File: src/sv/mcgm_pkg.sv
// mcgm_pkg: shared types, constants and helper functions of the gradient magnitude block
// no dependencies; used by every module of the block
`default_nettype none

package mcgm_pkg;

	// sample and channel layout
	localparam int PIX_W        = 8;
	localparam int IN_CHANNELS  = 3;

	// defaults for top-level parameters
	localparam int DEF_MAX_WIDTH = 2048;
	localparam int DEF_CHANNELS  = 3;

	// configuration port
	localparam int CFG_W     = 12;
	localparam int CFG_IDX_W = 2;
	localparam logic [CFG_IDX_W-1:0] REG_FRAME_WIDTH  = CFG_IDX_W'(0);
	localparam logic [CFG_IDX_W-1:0] REG_FRAME_HEIGHT = CFG_IDX_W'(1);
	localparam logic [CFG_W-1:0]     WIDTH_RESET      = CFG_W'(640);
	localparam logic [CFG_W-1:0]     HEIGHT_RESET     = CFG_W'(480);
	localparam int                   MIN_DIM          = 3;

	// counters and arithmetic widths
	localparam int ROW_W       = 12;
	localparam int DIFF_W      = PIX_W + 1;
	localparam int SQ_W        = 2 * PIX_W + 1;
	localparam int ROOT_W      = 8;
	localparam int REM_W       = ROOT_W + 3;
	localparam int SQRT_STEPS  = ROOT_W / 2;

	// queue between front and back
	localparam int Q_DEPTH = 2;

	// classification of one accepted word
	typedef struct packed {
		logic pixel;   // real pixel: touches the line stores
		logic emit;    // gives a result
		logic border;  // result is forced to zero
		logic eof;     // last result of the frame
	} cmd_flags_t;

	typedef struct packed {
		logic [ROOT_W-1:0] root;
		logic [REM_W-1:0]  rem;
	} sqrt_t;

	function automatic int used_channels(input int channels);
		return (channels > IN_CHANNELS) ? IN_CHANNELS : channels;
	endfunction

	// four steps of the digit-by-digit square root, two radicand bits each
	function automatic sqrt_t sqrt_step4(input logic [ROOT_W-1:0] root_in,
			input logic [REM_W-1:0] rem_in, input logic [ROOT_W-1:0] digits);
		logic [ROOT_W-1:0] root;
		logic [REM_W-1:0]  rem;
		logic [REM_W-1:0]  trial;
		sqrt_t             res;
		root = root_in;
		rem  = rem_in;
		for (int i = SQRT_STEPS - 1; i >= 0; i--) begin
			rem   = {rem[REM_W-3:0], digits[2*i+1 -: 2]};
			trial = REM_W'({root, 2'b01});
			if (rem >= trial) begin
				rem  = rem - trial;
				root = {root[ROOT_W-2:0], 1'b1};
			end else begin
				root = {root[ROOT_W-2:0], 1'b0};
			end
		end
		res.root = root;
		res.rem  = rem;
		return res;
	endfunction

endpackage

`default_nettype wire

File: src/sv/mcgm_queue.sv
// mcgm_queue: short first-in first-out buffer between front and back
// depends on mcgm_pkg for its depth
`default_nettype none

module mcgm_queue #(
	parameter int DW = 8
) (
	input  logic          clk,
	input  logic          arst_n,
	input  logic          wr_valid,
	output logic          wr_ready,
	input  logic [DW-1:0] wr_data,
	output logic          rd_valid,
	input  logic          rd_ready,
	output logic [DW-1:0] rd_data
);

	localparam int PTR_W = $clog2(mcgm_pkg::Q_DEPTH);
	localparam int CNT_W = $clog2(mcgm_pkg::Q_DEPTH + 1);

	logic [DW-1:0]    mem_q [mcgm_pkg::Q_DEPTH];
	logic [PTR_W-1:0] wr_ptr_q;
	logic [PTR_W-1:0] rd_ptr_q;
	logic [CNT_W-1:0] count_q;
	logic             push;
	logic             pop;

	assign wr_ready = count_q != CNT_W'(mcgm_pkg::Q_DEPTH);
	assign rd_valid = count_q != '0;
	assign rd_data  = mem_q[rd_ptr_q];
	assign push     = wr_valid && wr_ready;
	assign pop      = rd_valid && rd_ready;

	always_ff @(posedge clk) begin
		if (push) begin
			mem_q[wr_ptr_q] <= wr_data;
		end
	end

	always_ff @(posedge clk or negedge arst_n) begin
		if (!arst_n) begin
			wr_ptr_q <= '0;
			rd_ptr_q <= '0;
			count_q  <= '0;
		end else begin
			if (push) begin
				wr_ptr_q <= (wr_ptr_q == PTR_W'(mcgm_pkg::Q_DEPTH - 1)) ? '0 :
					wr_ptr_q + PTR_W'(1);
			end
			if (pop) begin
				rd_ptr_q <= (rd_ptr_q == PTR_W'(mcgm_pkg::Q_DEPTH - 1)) ? '0 :
					rd_ptr_q + PTR_W'(1);
			end
			case ({push, pop})
				2'b10:   count_q <= count_q + CNT_W'(1);
				2'b01:   count_q <= count_q - CNT_W'(1);
				default: ;
			endcase
		end
	end

endmodule

`default_nettype wire

File: config.mk
export PLATFORM = sky130hd
export DESIGN_NAME = mcgm_queue
export DESIGN_NICKNAME = d
export VERILOG_FILES = /design/src/sv/mcgm_pkg.sv /design/src/sv/mcgm_queue.sv
export SDC_FILE = /design/constraint.sdc
export NUM_CORES = 1
export LEC_CHECK = 0
export BUFFER_PORTS_ARGS = -buffer_cell sky130_fd_sc_hd__buf_2
export CAP_MARGIN = 25
export CORE_MARGIN = 5
export CORE_UTILIZATION = 52
export CTS_CLUSTER_SIZE = 12
export DETAILED_ROUTE_END_ITERATION = 12
export PLACE_DENSITY = 0.8
export SYNTH_ARGS = -nofsm -noshare
export SYNTH_HDL_FRONTEND = slang
export SYNTH_SLANG_ARGS = --single-unit
File: constraint.sdc
create_clock -name clk -period 2.7 [get_ports clk]
set_input_delay 0.54 -clock clk [delete_from_list [all_inputs] [get_ports clk]]
set_output_delay 0.54 -clock clk [all_outputs]
set_load 0.02 [all_outputs]
==> flow_metrics.tcl <==
set metrics [dict create \
    status "finished clean" \
    avgViaCountPerCell 5.12 \
    start_util_pct 57.1 \
    setup_viol 0 \
    cts_root_buffer "clkbuf_4" \
    synth_seq_area_share_pct 75.3 \
    cts-resized-gates 0 \
    r2r_start "count_q[0]" \
    grt_usage_pct 11.6 \
    firstDrtPassIters 3 \
    rows 13 \
    cts_made_buffers 3 \
    cp-start-kind "flip-flop" \
    fin_cells 82 \
    netlist_instances 42 \
    setup_tns_ns 0 \
    hold_viol 0 \
    route.detailed.drc 0 \
    core_area_mm2 0.00135 \
    hold_start "wr_data[0]" \
    endpoint_kind "primary output" \
    drive_gt1_share_pct 49.3 \
    cap_violations 0 \
    fin_crit_sh_pct 72.2 \
    crit_type "flip-flop to primary output" \
    reg2reg_depth 5 \
    fin_nets 81 \
    yosysUniqueCellTypes 13 \
    holdPathStages 1 \
    grt_first_pass_wirelength_mm 2.16 \
    arrival_ns 1.41 \
    ant_nets 0 \
    hpwl_um 932 \
    dieArea_mm2 0.00235 \
    die_h_um 48.5 \
    yosys_warnings 0 \
    port_buffers 21 \
    hold_path_end "mem_q[1][0]" \
    syn-num-nets 55 \
    r2r_slack_ns 1.12 \
    post-route-min-period_ns 1.95 \
    worst_pin_slew_ns 0.641 \
    power_leakage_uw 0.000371 \
    clock_latency_ns 0.29 \
    fin_util_pct 68.6 \
    place_congestion 0.678 \
    hp-class "input pin to flip-flop" \
    slew-limit-headroom_pct 57.1 \
    die_x_um 48.5 \
    area_growth_pct 20.1 \
    critPathMaxFanout 9 \
    grt_antenna_before_repair 0 \
    synth-seq-cells 20 \
    synthesis.area_um2 771 \
    grt_pass1_vias 471 \
    cts_sinks 20 \
    io_pins 22 \
    vdd_drop_max_v 0.000820 \
    grt_max_degree 12 \
    rsz0062_at_grt "false" \
    drt-total-wl_mm 1.24 \
    cts_buffer_depth 2 \
    routedWlPerCell_um 15.1 \
    worst_ep_required_time_ns 2.16 \
    cts_tree "yes" \
    placed_cells 77 \
    grt_overflow 0 \
    syn_area_per_cell_um2 18.4 \
    fmax_mhz 513 \
    path_clk_slew_ns 0.11 \
    report.final.slew_viol_count 0 \
    r2r_end "count_q[1]" \
    drtIter0Drc 1 \
    dr_total_vias 420 \
    antenna_cells 0 \
    skew_ns 0.0124 \
    htree_levels 1 \
    p_per_area_mw_per_mm2 1090 \
]
## metal layers
| metal | routed length [um] | track usage (%) |
|---|---|---|
| met1 | 523 | 14.1 |
| met2 | 592 | 19.1 |
| met3 | 108 | 3.98 |
| met4 | 17 | 4.04 |
| met5 | 0 | 0 |
## sequential cells by signal, summed over array words and instances (netlist names)
| name | flops |
|---|---|
| count_q | 2 |
| mem_q | 16 |
| rd_ptr_q | 1 |
| wr_ptr_q | 1 |
## timing repair
item	in CTS	in global routing
hold endpoints to repair	0	1
hold buffers	0	1
setup endpoints to repair	0	0
setup buffers	0	0
## cell usage after synthesis, drive strengths merged
cell    instances  share of area, %
and3            1              0.81
ha              1               1.6
dfrtp           4                13
xor2            2               2.3
buf             1              0.65
and2            1               1.1
or2             1              0.81
xnor2           3               3.4
mux2            8                12
nand2           1              0.49
nand2b          1              0.81
nor2            2              0.97
edfxtp         16                62
## cell families after synthesis
family	Yosys count	synth area share, %
flip-flops	20	75.3
XOR/XNOR	5	5.68
multiplexers	8	11.7
AND/OR/NAND/NOR	7	5.03
buffers and inverters	1	0.649
adder cells (fa/ha/maj)	1	1.62
## worst max-delay path by stage
| stage | startpoint | endpoint | depth (start not counted) |
|---|---|---|---|
| floorplan | count_q[0] | count_q[1] | 5 |
| global placement | rd_ptr_q | rd_data[5] | 2 |
| detailed placement | rd_ptr_q | rd_data[5] | 2 |
| CTS | rd_ptr_q | rd_data[5] | 2 |
| global route | rd_ptr_q | rd_data[1] | 2 |
| finish | rd_ptr_q | rd_data[0] | 2 |
## layout by cell type (no fill, tap or decap), drive strengths merged
cell type	count
and2	1
and3	1
buf	21
clkbuf	4
dfrtp	4
dlygate4sd3	1
edfxtp	16
ha	1
mux2	8
nand2	1
nand2b	1
nor2	2
or2	1
xnor2	3
xor2	2
## stage by stage
stage	hold slack (ns)	worst slack, ns	instance area [um^2]	power [uW]
after floorplan	0.244	1.14	771	767
after global placement	0.353	1.07	890	867
after CTS	0.0228	0.736	916	1020
after global routing	0.397	0.655	926	1080
final	0.424	0.750	926	1010
after detailed placement	0.353	1.06	890	880
## power by group
part | switching [uW] | total [uW] | internal (uW)
logic | 206 | 376 | 169
registers | 60.1 | 491 | 431
clock network | 82.9 | 140 | 57.4
## cell type report
type,count,area [um^2]
clock buffer,4,26.3
multi-input combinational,21,185
tap,15,18.8
timing repair buffer,22,115
fill,96,424
sequential,20,581
## critical path: stages (launching register included)
cell     delay (ns)
dfrtp_1        0.58
mux2_2         0.38
buf_2          0.16
No activity file was read; power rests on OpenSTA's default activity.
