### src/sv/mcgm_pkg.sv
// mcgm_pkg: shared types, constants and helper functions of the gradient magnitude block
// no dependencies; used by every module of the block
`default_nettype none

package mcgm_pkg;

	// sample and channel layout
	localparam int PIX_W        = 8;
	localparam int IN_CHANNELS  = 3;

	// defaults for top-level parameters
	localparam int DEF_MAX_WIDTH = 2048;
	localparam int DEF_CHANNELS  = 3;

	// configuration port
	localparam int CFG_W     = 12;
	localparam int CFG_IDX_W = 2;
	localparam logic [CFG_IDX_W-1:0] REG_FRAME_WIDTH  = CFG_IDX_W'(0);
	localparam logic [CFG_IDX_W-1:0] REG_FRAME_HEIGHT = CFG_IDX_W'(1);
	localparam logic [CFG_W-1:0]     WIDTH_RESET      = CFG_W'(640);
	localparam logic [CFG_W-1:0]     HEIGHT_RESET     = CFG_W'(480);
	localparam int                   MIN_DIM          = 3;

	// counters and arithmetic widths
	localparam int ROW_W       = 12;
	localparam int DIFF_W      = PIX_W + 1;
	localparam int SQ_W        = 2 * PIX_W + 1;
	localparam int ROOT_W      = 8;
	localparam int REM_W       = ROOT_W + 3;
	localparam int SQRT_STEPS  = ROOT_W / 2;

	// queue between front and back
	localparam int Q_DEPTH = 2;

	// classification of one accepted word
	typedef struct packed {
		logic pixel;   // real pixel: touches the line stores
		logic emit;    // gives a result
		logic border;  // result is forced to zero
		logic eof;     // last result of the frame
	} cmd_flags_t;

	typedef struct packed {
		logic [ROOT_W-1:0] root;
		logic [REM_W-1:0]  rem;
	} sqrt_t;

	function automatic int used_channels(input int channels);
		return (channels > IN_CHANNELS) ? IN_CHANNELS : channels;
	endfunction

	// four steps of the digit-by-digit square root, two radicand bits each
	function automatic sqrt_t sqrt_step4(input logic [ROOT_W-1:0] root_in,
			input logic [REM_W-1:0] rem_in, input logic [ROOT_W-1:0] digits);
		logic [ROOT_W-1:0] root;
		logic [REM_W-1:0]  rem;
		logic [REM_W-1:0]  trial;
		sqrt_t             res;
		root = root_in;
		rem  = rem_in;
		for (int i = SQRT_STEPS - 1; i >= 0; i--) begin
			rem   = {rem[REM_W-3:0], digits[2*i+1 -: 2]};
			trial = REM_W'({root, 2'b01});
			if (rem >= trial) begin
				rem  = rem - trial;
				root = {root[ROOT_W-2:0], 1'b1};
			end else begin
				root = {root[ROOT_W-2:0], 1'b0};
			end
		end
		res.root = root;
		res.rem  = rem;
		return res;
	endfunction

endpackage

`default_nettype wire

### src/sv/mcgm_front.sv
// mcgm_front: configuration registers, column/row counters and word classification
// depends on mcgm_pkg; feeds mcgm_queue
`default_nettype none

module mcgm_front #(
	parameter int MAX_WIDTH = mcgm_pkg::DEF_MAX_WIDTH,
	parameter int CHANNELS  = mcgm_pkg::DEF_CHANNELS,
	localparam int COL_W    = $clog2(MAX_WIDTH),
	localparam int SW       = mcgm_pkg::used_channels(CHANNELS) * mcgm_pkg::PIX_W
) (
	input  logic                            clk,
	input  logic                            arst_n,
	input  logic                            cfg_write,
	input  logic [mcgm_pkg::CFG_IDX_W-1:0]  cfg_index,
	input  logic [mcgm_pkg::CFG_W-1:0]      cfg_data,
	input  logic                            in_valid,
	output logic                            in_ready,
	input  logic [mcgm_pkg::PIX_W-1:0]      channel_0,
	input  logic [mcgm_pkg::PIX_W-1:0]      channel_1,
	input  logic [mcgm_pkg::PIX_W-1:0]      channel_2,
	input  logic                            flush,
	output logic                            push_valid,
	input  logic                            push_ready,
	output mcgm_pkg::cmd_flags_t            push_flags,
	output logic [SW-1:0]                   push_pix,
	output logic [COL_W-1:0]                push_col,
	output logic [COL_W-1:0]                push_rcol
);

	localparam int EW = (COL_W + 1 > mcgm_pkg::CFG_W) ? COL_W + 1 : mcgm_pkg::CFG_W;

	logic [mcgm_pkg::CFG_W-1:0] width_q;
	logic [mcgm_pkg::CFG_W-1:0] height_q;
	logic [COL_W-1:0]           col_q;
	logic [mcgm_pkg::ROW_W-1:0] row_q;

	logic [EW-1:0]              width_ext;
	logic [EW-1:0]              eff_w;
	logic [mcgm_pkg::CFG_W-1:0] eff_h;
	logic [COL_W-1:0]           col_eff;
	logic [EW-1:0]              col_nxt_ext;
	logic                       last_col;
	logic                       trailing;
	logic                       keep;
	logic                       take;
	logic [mcgm_pkg::IN_CHANNELS*mcgm_pkg::PIX_W-1:0] pix_all;

	always_comb begin
		width_ext = EW'(width_q);
		if (width_ext < EW'(mcgm_pkg::MIN_DIM)) begin
			eff_w = EW'(mcgm_pkg::MIN_DIM);
		end else if (width_ext > EW'(MAX_WIDTH)) begin
			eff_w = EW'(MAX_WIDTH);
		end else begin
			eff_w = width_ext;
		end
		eff_h = (height_q < mcgm_pkg::CFG_W'(mcgm_pkg::MIN_DIM)) ?
			mcgm_pkg::CFG_W'(mcgm_pkg::MIN_DIM) : height_q;

		if (EW'(col_q) >= eff_w) begin
			col_eff = COL_W'(eff_w - EW'(1));
		end else begin
			col_eff = col_q;
		end
		col_nxt_ext = EW'(col_eff) + EW'(1);
		last_col    = col_nxt_ext >= eff_w;
		trailing    = row_q >= mcgm_pkg::ROW_W'(eff_h);

		// a stray flush word is swallowed without a trace
		keep = trailing || !flush;
		take = in_valid && push_ready && keep;

		in_ready   = push_ready;
		push_valid = in_valid && keep;

		push_flags.pixel  = !trailing;
		push_flags.emit   = trailing || (row_q != '0);
		push_flags.border = trailing || (row_q < mcgm_pkg::ROW_W'(2)) ||
			(col_eff == '0) || last_col;
		push_flags.eof    = trailing && last_col;

		pix_all   = {channel_2, channel_1, channel_0};
		push_pix  = pix_all[SW-1:0];
		push_col  = col_eff;
		push_rcol = last_col ? col_eff : COL_W'(col_nxt_ext);
	end

	always_ff @(posedge clk or negedge arst_n) begin
		if (!arst_n) begin
			width_q  <= mcgm_pkg::WIDTH_RESET;
			height_q <= mcgm_pkg::HEIGHT_RESET;
			col_q    <= '0;
			row_q    <= '0;
		end else if (cfg_write) begin
			unique case (cfg_index)
				mcgm_pkg::REG_FRAME_WIDTH: begin
					width_q <= cfg_data;
					col_q   <= '0;
					row_q   <= '0;
				end
				mcgm_pkg::REG_FRAME_HEIGHT: begin
					height_q <= cfg_data;
					col_q    <= '0;
					row_q    <= '0;
				end
				default: ;
			endcase
		end else if (take) begin
			if (last_col) begin
				col_q <= '0;
				row_q <= trailing ? '0 : row_q + mcgm_pkg::ROW_W'(1);
			end else begin
				col_q <= COL_W'(col_nxt_ext);
			end
		end
	end

endmodule

`default_nettype wire

### config.mk
export PLATFORM = sky130hd
export DESIGN_NAME = mcgm_front
export DESIGN_NICKNAME = d
export VERILOG_FILES = /design/src/sv/mcgm_pkg.sv /design/src/sv/mcgm_front.sv
export SDC_FILE = /design/constraint.sdc
export NUM_CORES = 1
export LEC_CHECK = 0
export ABC_AREA = 1
export ABC_CLOCK_PERIOD_IN_PS = 7970
export BUFFER_PORTS_ARGS = -buffer_cell sky130_fd_sc_hd__buf_4
export CAP_MARGIN = 25
export CORE_MARGIN = 1.5
export CORE_UTILIZATION = 55
export CTS_CLUSTER_DIAMETER = 200
export DETAILED_ROUTE_END_ITERATION = 10
export GPL_TIMING_DRIVEN = 0
export PLACE_DENSITY = 0.86
export SYNTH_ARGS = -nofsm -noshare
export SYNTH_HDL_FRONTEND = slang
export SYNTH_SLANG_ARGS = --single-unit
### constraint.sdc
create_clock -name clk -period 7.97 [get_ports clk]
set_input_delay 1.1955 -clock clk [delete_from_list [all_inputs] [get_ports clk]]
set_output_delay 1.1955 -clock clk [all_outputs]
set_load 0.005 [all_outputs]
==> flow_metrics.py <==
metrics = {
    "grt": {
        "overflow": 0,
        "grt_pass1_vias": 3744,
        "grt_use_total": 0.251,
        "grt_max_degree": 48,
        "antenna_found_initial": 0,
        "grt_pass1_wl_um": 16700,
    },
    "place": {
        "gp_congestion": 0.912,
        "post-dp-hpwl_um": 8310,
        "dp.cells": 764,
        "io_buffers": 71,
    },
    "status": {
        "status": "finished, final reports clean",
    },
    "worst_setup_path": {
        "required_ns": 6.77,
        "critPathKind": "flip-flop to primary output",
        "start_kind": "flip-flop",
        "cp-end-kind": "primary output",
        "cp_num_cells": 33,
        "cpMaxStageDelayCell": "dfrtp_1",
        "reg2reg_depth": 34,
        "path_max_fanout": 10,
        "critPathTopFamily": "simple AND/OR/NAND/NOR gates",
        "cpMostUsedCell": "nand2_1",
        "cpPeakStageDelay_ns": 0.45,
        "crit_arrival_ns": 5.68,
        "path_buf_inv": 6,
    },
    "route": {
        "routed_via_density": 5.28,
        "wl_um": 10100,
        "postRouteAntennaNets": 0,
        "drtIter0Drc": 185,
        "drt_pre_antenna_iters": 5,
        "wire_per_inst_um": 13.1,
        "drc": 0,
        "vias": 4080,
    },
    "worst_hold_path": {
        "hp-class": "flip-flop to flip-flop",
        "min_path_cells": 2,
    },
    "yosys": {
        "synth_cell_types": 45,
        "async_flop_share": 1.00,
        "synth_fp_nets": 679,
        "syn_inst": 594,
        "yosysTopAreaCell": "dfrtp_1",
        "synth_edf_count": 0,
        "ys_warn_count": 0,
        "synth_top_area_share": 0.245,
        "synth-seq-area-share": 0.282,
        "ys.flop_type": "dfrtp_1",
        "ys_ff_latch": 47,
        "syn_avg_cell_area_um2": 7.05,
        "syn-cell-area_mm2": 0.00419,
        "synth.area.top_cells": "dfrtp_1 24%, nand2_1 14%, ha_1 12%",
    },
    "sta": {
        "fmax_mhz": 145,
        "tightest_slew_ns": 0.604,
        "fin_tns_setup_ns": 0,
        "drv_slew": 0,
        "fin_crit_sh": 0.863,
        "setup_viol_count_final": 0,
        "hold_viol_final": 0,
        "rsz0062_at_grt": "no",
        "fin_crit_ns": 6.88,
        "whs_ns": 0.515,
        "slew_headroom": 0.597,
        "clock_skew_ns": 0.00634,
    },
    "cells_and_area": {
        "nets": 757,
        "antenna_cells": 0,
        "drive_gt1_frac": 0.238,
        "instances_no_fill": 772,
        "area_delta_synth_final_pct": 18.4,
        "post-route-util": 0.677,
    },
    "pwr": {
        "p_per_area_mw_per_mm2": 403,
        "ir_drop_v": 0.000188,
        "power_leakage_nw": 2.65,
    },
    "clock_network": {
        "cts_tree": "built",
        "hold_buffers": 0,
        "cts_resized": 0,
        "post_cts_buffers": 0,
        "clock_latency_ns": 0.31,
        "clock-sinks": 47,
        "path_clk_slew_ns": 0.09,
        "numCtsBuffers": 5,
        "cts_max_level": 2,
        "clockBufferDepth": 2,
        "cts_root_buf": "clkbuf_8",
    },
    "floorplanning": {
        "io_pins": 96,
        "rows": 31,
        "coreArea_mm2": 0.00733,
        "die_area_mm2": 0.00815,
        "die_y_um": 90.3,
        "die_w_um": 90.3,
        "initial_core_util": 0.572,
    },
    "run": {
        "max_cap_viol_count": 0,
    },
}
==> state kept, by name, indices dropped and copies added (netlist names) <==
signal     cells
height_q      12
row_q         12
width_ext     12
col_q         11
==> power breakdown <==
part           internal, mW  switching, mW  total (mW)
clock network        0.0946         0.0902       0.185
logic                 0.615          0.860        1.47
registers             0.291         0.0485       0.340
==> metrics by stage <==
step | power (mW) | cell area (um^2) | setup WS [ns]
floorplan | 1.26 | 4190 | 2.44
global placement | 1.75 | 4850 | 1.62
detailed placement | 1.81 | 4850 | 1.54
CTS | 2.00 | 4960 | 1.14
global route | 2.18 | 4960 | 0.705
finish | 2.00 | 4960 | 1.09
==> layer usage <==
metal	up-vias	wire (um)	global-route usage
met5	-	0	0
met4	0	329	0.112
met3	24	433	0.0370
met2	137	4910	0.429
met1	1874	4470	0.313
li1	2045	-	-
==> layout make-up <==
class                           count  area (um^2)
Tap cell                           99          124
Timing Repair Buffer               71          533
Fill cell                         651         2370
Sequential cell                    47         1180
Clock inverter                      3         46.3
Multi-Input combinational cell    420         2410
Inverter                           90          340
Buffer                             37          251
Clock buffer                        5         68.8
==> final timing paths <==
check	startpoint	endpoint	slack (ns)
worst max-delay path	width_ext[3]$_DFFE_PN0P_	push_rcol[0]	1.09
worst min-delay path	height_q[8]$_DFFE_PN1P_	height_q[8]$_DFFE_PN1P_	0.52
worst max register to register	width_ext[3]$_DFFE_PN0P_	row_q[10]$_DFFE_PN0P_	2.47
worst min register to register	height_q[8]$_DFFE_PN1P_	height_q[8]$_DFFE_PN1P_	0.52
max in group asynchronous	arst_n	col_q[1]$_DFFE_PN0P_	6.67
min in group asynchronous	arst_n	height_q[9]$_DFFE_PN0P_	0.88
==> synthesized netlist by cell type, types with 6 or more instances <==
cell type  count
ha_1          41
inv_1         82
dfstp_2        6
a21oi_1       19
dfrtp_1       41
o21ai_0       50
nand3_1       25
nand4_1       11
nand2_1      151
nor2_1        39
nand2_2        7
nand3_2        8
xor2_1         6
o21ai_1       14
clkbuf_1       7
buf_4         25
==> cell families after synthesis <==
family / synth area share
XOR/XNOR: 0.0164
adder cells (fa/ha/maj): 0.122
AO/OA/AOI/OAI: 0.131
flip-flops: 0.282
buffers and inverters: 0.141
AND/OR/NAND/NOR: 0.307
==> worst reg2reg max path, delay by kind of cell, from the launching register on <==
kind                     cells  cell delay, ns
AO/OA/AOI/OAI                4            0.41
XOR/XNOR                     1            0.18
adder cells (fa/ha/maj)      3            0.77
buffers and inverters        4            0.77
flip-flops                   1            0.45
AND/OR/NAND/NOR             22            2.87
==> layout by cell type (no fill, tap or decap), types with 2 or more instances in the layout <==
cell / count
a21oi_1: 19
and2_1: 2
buf_2: 3
buf_4: 96
buf_6: 2
clkbuf_1: 7
clkbuf_8: 5
clkinv_1: 2
dfrtp_1: 41
dfstp_2: 6
ha_1: 41
inv_1: 82
inv_2: 5
nand2_1: 151
nand2_2: 7
nand2_4: 3
nand3_1: 25
nand3_2: 8
nand3b_1: 3
nand4_1: 11
nor2_1: 39
nor2_2: 4
nor2_4: 5
nor3_1: 4
nor4_1: 3
o21ai_0: 50
o21ai_1: 14
o21ai_2: 4
o21bai_1: 2
or2_1: 2
or2_2: 4
xor2_1: 6
Power figures use the tool's default switching activity.
